[src/cbps_pkg.sv]
// shared types, codes and helpers for the cb prefix bit and shift unit
package cbps_pkg;

	localparam int NUM_REGS  = 7;
	localparam int SLOT_W    = 3;

	localparam logic [1:0] GRP_SHIFT = 2'd0;
	localparam logic [1:0] GRP_BIT   = 2'd1;
	localparam logic [1:0] GRP_RES   = 2'd2;
	localparam logic [1:0] GRP_SET   = 2'd3;

	localparam logic [2:0] KIND_RLC  = 3'd0;
	localparam logic [2:0] KIND_RRC  = 3'd1;
	localparam logic [2:0] KIND_RL   = 3'd2;
	localparam logic [2:0] KIND_RR   = 3'd3;
	localparam logic [2:0] KIND_SLA  = 3'd4;
	localparam logic [2:0] KIND_SRA  = 3'd5;
	localparam logic [2:0] KIND_SWAP = 3'd6;
	localparam logic [2:0] KIND_SRL  = 3'd7;

	localparam logic [2:0] MEM_COLUMN  = 3'd6;
	localparam logic [2:0] FLAGS_INDEX = 3'd6;
	localparam logic [2:0] SEL_A       = 3'd7;
	localparam logic [SLOT_W-1:0] SLOT_A = 3'd6;

	localparam logic [7:0] TOP_BIT_MASK     = 8'b1000_0000;
	localparam logic [7:0] HIGH_NIBBLE_MASK = 8'b1111_0000;
	localparam logic [7:0] LOW_NIBBLE_MASK  = 8'b0000_1111;

	typedef struct packed {
		logic z;
		logic n;
		logic h;
		logic c;
	} flags_t;

	typedef struct packed {
		logic              reg_en;
		logic [SLOT_W-1:0] slot;
		logic [7:0]        data;
		logic              flag_en;
		flags_t            flags;
	} wr_req_t;

	function automatic logic [SLOT_W-1:0] slot_of(input logic [2:0] sel);
		return (sel == SEL_A) ? SLOT_A : sel;
	endfunction

endpackage

[src/cb_prefix_bit_shift_unit.sv]
// top level: input register, execute and result register around the kept registers
// Executes one CB-prefixed rotate/shift/swap, BIT, RES or SET opcode, or a
// register/flag load, per beat. An accepted beat is registered, executed
// against the register file while it is held in the input register and
// lands in the result register as it leaves; the unit sustains one beat
// per cycle unless out_ready stalls it. The register file and flags update
// as the beat leaves the input register, so back-to-back beats see each
// other's writes. Memory-operand opcodes change nothing and report unsupported.
module cb_prefix_bit_shift_unit (
	input  logic       clk,
	input  logic       arst_n,
	input  logic       in_valid,
	output logic       in_ready,
	input  logic       action,
	input  logic [7:0] opcode,
	input  logic [2:0] reg_index,
	input  logic [7:0] load_value,
	output logic       out_valid,
	input  logic       out_ready,
	output logic [7:0] result_value,
	output logic       zero_flag,
	output logic       subtract_flag,
	output logic       half_carry_flag,
	output logic       carry_flag,
	output logic       unsupported
);
	import cbps_pkg::*;

	logic              valid_s1;
	logic              action_s1;
	logic [7:0]        opcode_s1;
	logic [2:0]        reg_index_s1;
	logic [7:0]        load_value_s1;
	logic              out_valid_q;
	logic [7:0]        result_q;
	flags_t            flags_res_q;
	logic              unsup_q;
	logic              advance;
	logic [SLOT_W-1:0] rd_slot;
	logic [7:0]        rd_data;
	flags_t            flags_cur;
	flags_t            flags_next;
	wr_req_t           wr;
	logic [7:0]        result_next;
	logic              unsup_next;

	assign advance  = valid_s1 && (!out_valid_q || out_ready);
	assign in_ready = !valid_s1 || advance;

	always_ff @(posedge clk or negedge arst_n) begin
		if (!arst_n) begin
			valid_s1    <= 1'b0;
			out_valid_q <= 1'b0;
		end else begin
			if (in_ready)
				valid_s1 <= in_valid;
			if (advance)
				out_valid_q <= 1'b1;
			else if (out_ready)
				out_valid_q <= 1'b0;
		end
	end

	always_ff @(posedge clk or negedge arst_n) begin
		if (!arst_n) begin
			action_s1     <= 1'b0;
			opcode_s1     <= 8'h00;
			reg_index_s1  <= 3'd0;
			load_value_s1 <= 8'h00;
			result_q      <= 8'h00;
			flags_res_q   <= '0;
			unsup_q       <= 1'b0;
		end else begin
			if (in_valid && in_ready) begin
				action_s1     <= action;
				opcode_s1     <= opcode;
				reg_index_s1  <= reg_index;
				load_value_s1 <= load_value;
			end
			if (advance) begin
				result_q    <= result_next;
				flags_res_q <= flags_next;
				unsup_q     <= unsup_next;
			end
		end
	end

	cbps_alu u_alu (
		.action     (action_s1),
		.opcode     (opcode_s1),
		.reg_index  (reg_index_s1),
		.load_value (load_value_s1),
		.rd_data    (rd_data),
		.flags_in   (flags_cur),
		.rd_slot    (rd_slot),
		.wr         (wr),
		.result     (result_next),
		.flags_out  (flags_next),
		.unsup      (unsup_next)
	);

	cbps_regs u_regs (
		.clk     (clk),
		.arst_n  (arst_n),
		.commit  (advance),
		.wr      (wr),
		.rd_slot (rd_slot),
		.rd_data (rd_data),
		.flags   (flags_cur)
	);

	assign out_valid       = out_valid_q;
	assign result_value    = result_q;
	assign zero_flag       = flags_res_q.z;
	assign subtract_flag   = flags_res_q.n;
	assign half_carry_flag = flags_res_q.h;
	assign carry_flag      = flags_res_q.c;
	assign unsupported     = unsup_q;

endmodule

[src/cbps_alu.sv]
// combinational execute: shift, bit test, reset/set and register or flag load
module cbps_alu (
	input  logic                         action,
	input  logic [7:0]                   opcode,
	input  logic [2:0]                   reg_index,
	input  logic [7:0]                   load_value,
	input  logic [7:0]                   rd_data,
	input  cbps_pkg::flags_t             flags_in,
	output logic [cbps_pkg::SLOT_W-1:0]  rd_slot,
	output cbps_pkg::wr_req_t            wr,
	output logic [7:0]                   result,
	output cbps_pkg::flags_t             flags_out,
	output logic                         unsup
);
	import cbps_pkg::*;

	logic [2:0] col;
	logic [2:0] sel;
	logic [1:0] grp;
	logic [7:0] mask;
	logic [7:0] sh_res;
	logic       sh_c;

	assign col  = opcode[2:0];
	assign sel  = opcode[5:3];
	assign grp  = opcode[7:6];
	assign mask = 8'h01 << sel;
	assign rd_slot = slot_of(action ? reg_index : col);

	always_comb begin
		unique case (sel)
			KIND_RLC: begin
				sh_c   = rd_data[7];
				sh_res = {rd_data[6:0], rd_data[7]};
			end
			KIND_RRC: begin
				sh_c   = rd_data[0];
				sh_res = {rd_data[0], rd_data[7:1]};
			end
			KIND_RL: begin
				sh_c   = rd_data[7];
				sh_res = {rd_data[6:0], flags_in.c};
			end
			KIND_RR: begin
				sh_c   = rd_data[0];
				sh_res = {flags_in.c, rd_data[7:1]};
			end
			KIND_SLA: begin
				sh_c   = rd_data[7];
				sh_res = {rd_data[6:0], 1'b0};
			end
			KIND_SRA: begin
				sh_c   = rd_data[0];
				sh_res = (rd_data >> 1) | (rd_data & TOP_BIT_MASK);
			end
			KIND_SWAP: begin
				sh_c   = 1'b0;
				sh_res = ((rd_data & HIGH_NIBBLE_MASK) >> 4) | ((rd_data & LOW_NIBBLE_MASK) << 4);
			end
			KIND_SRL: begin
				sh_c   = rd_data[0];
				sh_res = {1'b0, rd_data[7:1]};
			end
			default: begin
				sh_c   = 1'b0;
				sh_res = 8'h00;
			end
		endcase
	end

	always_comb begin
		wr        = '0;
		result    = 8'h00;
		flags_out = flags_in;
		unsup     = 1'b0;
		if (action) begin
			if (reg_index == FLAGS_INDEX) begin
				wr.flag_en = 1'b1;
				wr.flags   = flags_t'(load_value[7:4]);
				flags_out  = flags_t'(load_value[7:4]);
				result     = {load_value[7:4], 4'h0};
			end else begin
				wr.reg_en = 1'b1;
				wr.slot   = rd_slot;
				wr.data   = load_value;
				result    = load_value;
			end
		end else if (col == MEM_COLUMN) begin
			unsup = 1'b1;
		end else begin
			unique case (grp)
				GRP_SHIFT: begin
					result     = sh_res;
					wr.flag_en = 1'b1;
					wr.flags   = '{z: (sh_res == 8'h00), n: 1'b0, h: 1'b0, c: sh_c};
				end
				GRP_BIT: begin
					result     = rd_data;
					wr.flag_en = 1'b1;
					wr.flags   = '{z: ~|(rd_data & mask), n: 1'b0, h: 1'b1, c: flags_in.c};
				end
				GRP_RES: result = rd_data & ~mask;
				GRP_SET: result = rd_data | mask;
				default: result = rd_data;
			endcase
			wr.reg_en = 1'b1;
			wr.slot   = rd_slot;
			wr.data   = result;
			if (wr.flag_en)
				flags_out = wr.flags;
		end
	end

endmodule

[src/cbps_regs.sv]
// kept register file b c d e h l a and the four flags
module cbps_regs (
	input  logic                         clk,
	input  logic                         arst_n,
	input  logic                         commit,
	input  cbps_pkg::wr_req_t            wr,
	input  logic [cbps_pkg::SLOT_W-1:0]  rd_slot,
	output logic [7:0]                   rd_data,
	output cbps_pkg::flags_t             flags
);
	import cbps_pkg::*;

	logic [7:0] regs_q [NUM_REGS];
	flags_t     flags_q;

	always_ff @(posedge clk or negedge arst_n) begin
		if (!arst_n) begin
			for (int i = 0; i < NUM_REGS; i++)
				regs_q[i] <= 8'h00;
			flags_q <= '0;
		end else if (commit) begin
			if (wr.reg_en)
				regs_q[wr.slot] <= wr.data;
			if (wr.flag_en)
				flags_q <= wr.flags;
		end
	end

	assign rd_data = regs_q[rd_slot];
	assign flags   = flags_q;

endmodule
[config.mk]
export PLATFORM = sky130hd
export DESIGN_NAME = cb_prefix_bit_shift_unit
export DESIGN_NICKNAME = d
export VERILOG_FILES = /design/src/cbps_pkg.sv /design/src/cb_prefix_bit_shift_unit.sv /design/src/cbps_alu.sv /design/src/cbps_regs.sv
export SDC_FILE = /design/constraint.sdc
export NUM_CORES = 1
export LEC_CHECK = 0
export ABC_AREA = 1
export BUFFER_PORTS_ARGS = -buffer_cell sky130_fd_sc_hd__buf_2
export CAP_MARGIN = 5
export CORE_UTILIZATION = 45
export DETAILED_ROUTE_END_ITERATION = 10
export SLEW_MARGIN = 30
export SYNTH_ARGS = -nofsm -noshare
export SYNTH_HDL_FRONTEND = slang
export SYNTH_SLANG_ARGS = --single-unit
export TNS_END_PERCENT = 20
[constraint.sdc]
create_clock -name clk -period 2.55 [get_ports clk]
set_input_delay 0 -clock clk [delete_from_list [all_inputs] [get_ports clk]]
set_output_delay 0 -clock clk [all_outputs]
set_load 0.01 [all_outputs]
==> results.json <==
{
  "crit_chain": "inv_2, nand2_1, nand2_2, inv_2, buf_4, a21oi_1, o21ai_2, nand3_1, nand2_1, nor2_1, nand2_1, o211ai_2, o21ai_4, nand2_1, o21ai_1",
  "finalSetupViolCount": 0,
  "ys_seq_area_share_pct": 45.98,
  "fin_crit_sh_pct": 94.98,
  "path_class": "register to register",
  "yosysWarnings": 0,
  "num_antenna_cells": 0,
  "dpl_cell_area_mm2": 0.005649,
  "post-place-ws_ns": 0.008637,
  "holdCritPathClass": "primary input to async pin",
  "post-route-util_pct": 57.08,
  "syn_area_mm2": 0.005170,
  "routabilityCongestion": 0.9256,
  "pin_count": 39,
  "initial_core_util_pct": 46.87,
  "first_pass_iters": 6,
  "core_mm2": 0.01103,
  "area_growth_pct": 21.78,
  "die_x_um": 109.2,
  "root_buffer": "clkbuf_16",
  "grt_pass1_wl_um": 23540,
  "setup_tns_ns": 0,
  "crit_fanout": 13,
  "synth-async-reset-ratio_pct": 100.0,
  "cp_common_cell": "nand2_1",
  "grt_antenna_before_repair": 0,
  "r2r-start": "action_s1$_DFFE_PN0P_",
  "clock_power_share_pct": 21.6,
  "switching_share_pct": 40.10,
  "max_stage_delay_ns": 0.44,
  "num_rows": 38,
  "worst_skew_pair.late_latency_ns": 0.35,
  "cp.arrival_ns": 2.66,
  "power_leakage_uw": 0.003010,
  "worst-slew-pin-transition_ns": 0.7391,
  "cap_violations": 0,
  "clkSinkCount": 95,
  "ys.flop_type": "dfrtp_1",
  "vias": 4864,
  "cp-startpoint": "action_s1$_DFFE_PN0P_",
  "layout-drive-gt1-share_pct": 22.39,
  "finalInstanceArea_mm2": 0.006296,
  "synth_edf_count": 0,
  "grt_max_degree": 54,
  "comb_power_share_pct": 41.6,
  "post-route-worst-setup-slack_ns": 0.1280,
  "synth_nets": 679,
  "synthDistinctLibCells": 36,
  "grt-ovfl-total": 0,
  "hold_viol_final": 0,
  "port_buffers": 38,
  "cts_tree": "yes",
  "wl_per_cell_um": 16.86,
  "drt-total-wl_um": 14940,
  "status": "complete, no violations",
  "drcViolationCount": 0,
  "crit_path_top_delay_cell": "dfrtp_2",
  "vias_per_cell": 5.490,
  "finalPower_uw": 6512,
  "clk_pin_slew_ns": 0.07,
  "skew_ns": 0.009578,
  "ant_nets": 0,
  "yosys_register_bits": 95,
  "clk_path_buf_depth": 2,
  "drt_iter0_drc": 345,
  "synthCells": 655,
  "htreeDepth": 3,
  "power.switching_uw": 2612,
  "pwr_density_cell_mw_per_mm2": 1034,
  "avgSynthCellArea_um2": 7.893,
  "cp.required_ns": 2.78,
  "end_kind": "register",
  "dpl.hpwl_um": 10970,
  "ir_worst_vdd_mv": 0.5621,
  "die-area_mm2": 0.01192,
  "fmax_mhz": 412.9,
  "slew_headroom_pct": 50.73,
  "start_kind": "register",
  "numCtsBuffers": 9,
  "die-height_um": 109.2,
  "nets": 765,
  "nFillCells": 1009,
  "power.internal_uw": 3900,
  "seqPwrFrac_pct": 36.8,
  "grt.total_usage_pct": 26.49,
  "grt_pass1_vias": 4575,
  "drv_slew": 0,
  "min_period_ns": 2.422
}
## final timing paths
path | endpoint | slack [ns] | cells past startpoint
max | u_regs.regs_q[39]$_DFFE_PN0P_ | 0.13 | 15
min | u_regs.regs_q[55]$_DFFE_PN0P_ | 0.24 | 2
max reg2reg | u_regs.regs_q[39]$_DFFE_PN0P_ | 0.13 | 15
min reg2reg | u_regs.regs_q[14]$_DFFE_PN0P_ | 0.48 | 2
max in group asynchronous | action_s1$_DFFE_PN0P_ | 1.59 | 3
min in group clk | valid_s1$_DFFE_PN0N_ | 0.25 | 3
## through the flow
step | cells | hold WS, ns
6_report | 886 | 0.2438
5_1_grt | 886 | 0.3194
4_1_cts | 878 | 0.2543
3_5_place_dp | 840 | 0.1085
3_3_place_gp | 840 | 0.1049
2_1_floorplan | 655 | -0.2956
## worst max-delay path: cells and delay by family (launching register included)
family | cells | cell delay (ns)
AO/OA/AOI/OAI | 5 | 0.78
buffers and inverters | 3 | 0.38
flip-flops | 1 | 0.44
AND/OR/NAND/NOR | 7 | 0.69
## area by class of cell
type | instances | area (um2) | share of cell area, %
Multi-Input combinational cell | 464 | 2407 | 38.24
Sequential cell | 95 | 2379 | 37.78
Timing Repair Buffer | 99 | 750.7 | 11.92
Inverter | 72 | 275.3 | 4.372
Clock buffer | 11 | 252.7 | 4.014
Tap cell | 140 | 175.2 | 2.782
Clock inverter | 5 | 56.30 | 0.8943
## Yosys cell counts, types with 2 or more instances
master      n  area share [%]
nand2_1   157              11
dfrtp_1    95              46
nor2_1     71             5.2
inv_1      62             4.5
nand3_1    58             5.6
a31oi_1    29             3.5
o21ai_0    28             2.7
o21ai_1    28             2.7
a21oi_1    16             1.5
mux2_2     16             3.5
nand2_2    14             1.7
clkbuf_1    8            0.58
inv_2       8            0.58
buf_2       7            0.68
buf_6       7             1.5
nor3_1      7            0.68
o211ai_2    6             1.5
o21ai_2     6             1.0
nand3_2     5            0.97
nand4_1     5            0.61
nor2_2      3            0.36
o22ai_1     3            0.36
buf_4       2            0.29
nand2_4     2            0.44
## kinds of logic after synthesis
logic type	synth area share (%)
AOI/OAI and AO/OA	14.18
buffers and inverters	8.398
DFF	45.98
muxes	3.485
and+or+nand+nor	27.95
## layout by cell type (no fill, tap or decap), types with 15 or more instances in the layout
master         count
o21ai_1           26
buf_2             37
dfrtp_1           94
nand2_1          154
a21oi_1           16
mux2_2            16
a31oi_1           29
o21ai_0           28
dlygate4sd3_1     22
inv_1             62
nand3_1           57
nand2_2           15
nor2_1            70
buf_4             35
## flip-flops by register name, indices dropped and copies added (netlist names)
signal and flops:
valid_s1 1, action_s1 1, u_regs.regs_q 56, load_value_s1 8, u_regs.flags 4, reg_index_s1 3
zero_flag 1, half_carry_flag 1, unsupported 1, out_valid 1, carry_flag 1, subtract_flag 1
result_value 8, opcode_s1 8
## per-layer routing
layer | GRT usage, % | vias to the layer above | wire, um
met4 | 9.524 | 0 | 242
li1 | - | 2329 | -
met2 | 40.12 | 135 | 6941
met5 | 0 | - | 0
met1 | 38.04 | 2378 | 7054
met3 | 4.483 | 22 | 698
## power by group through the flow
stage          Combinational (uW)  Clock, uW  Sequential [uW]
2_1_floorplan                1800          0             2350
3_3_place_gp                 2540          0             2400
3_5_place_dp                 2560          0             2420
4_1_cts                      2600       1430             2390
5_1_grt                      3020       1490             2460
6_report                     2710       1410             2400
## timing repair
action                     in CTS  in global routing
setup endpoints to repair       1                 52
pin swaps                       0                  5
hold buffers                   22                  0
setup buffers                   0                  8
hold endpoints to repair       74                  0
resized for setup               1                 13
cloned                          0                  0
Power figures use the tool's default switching activity.
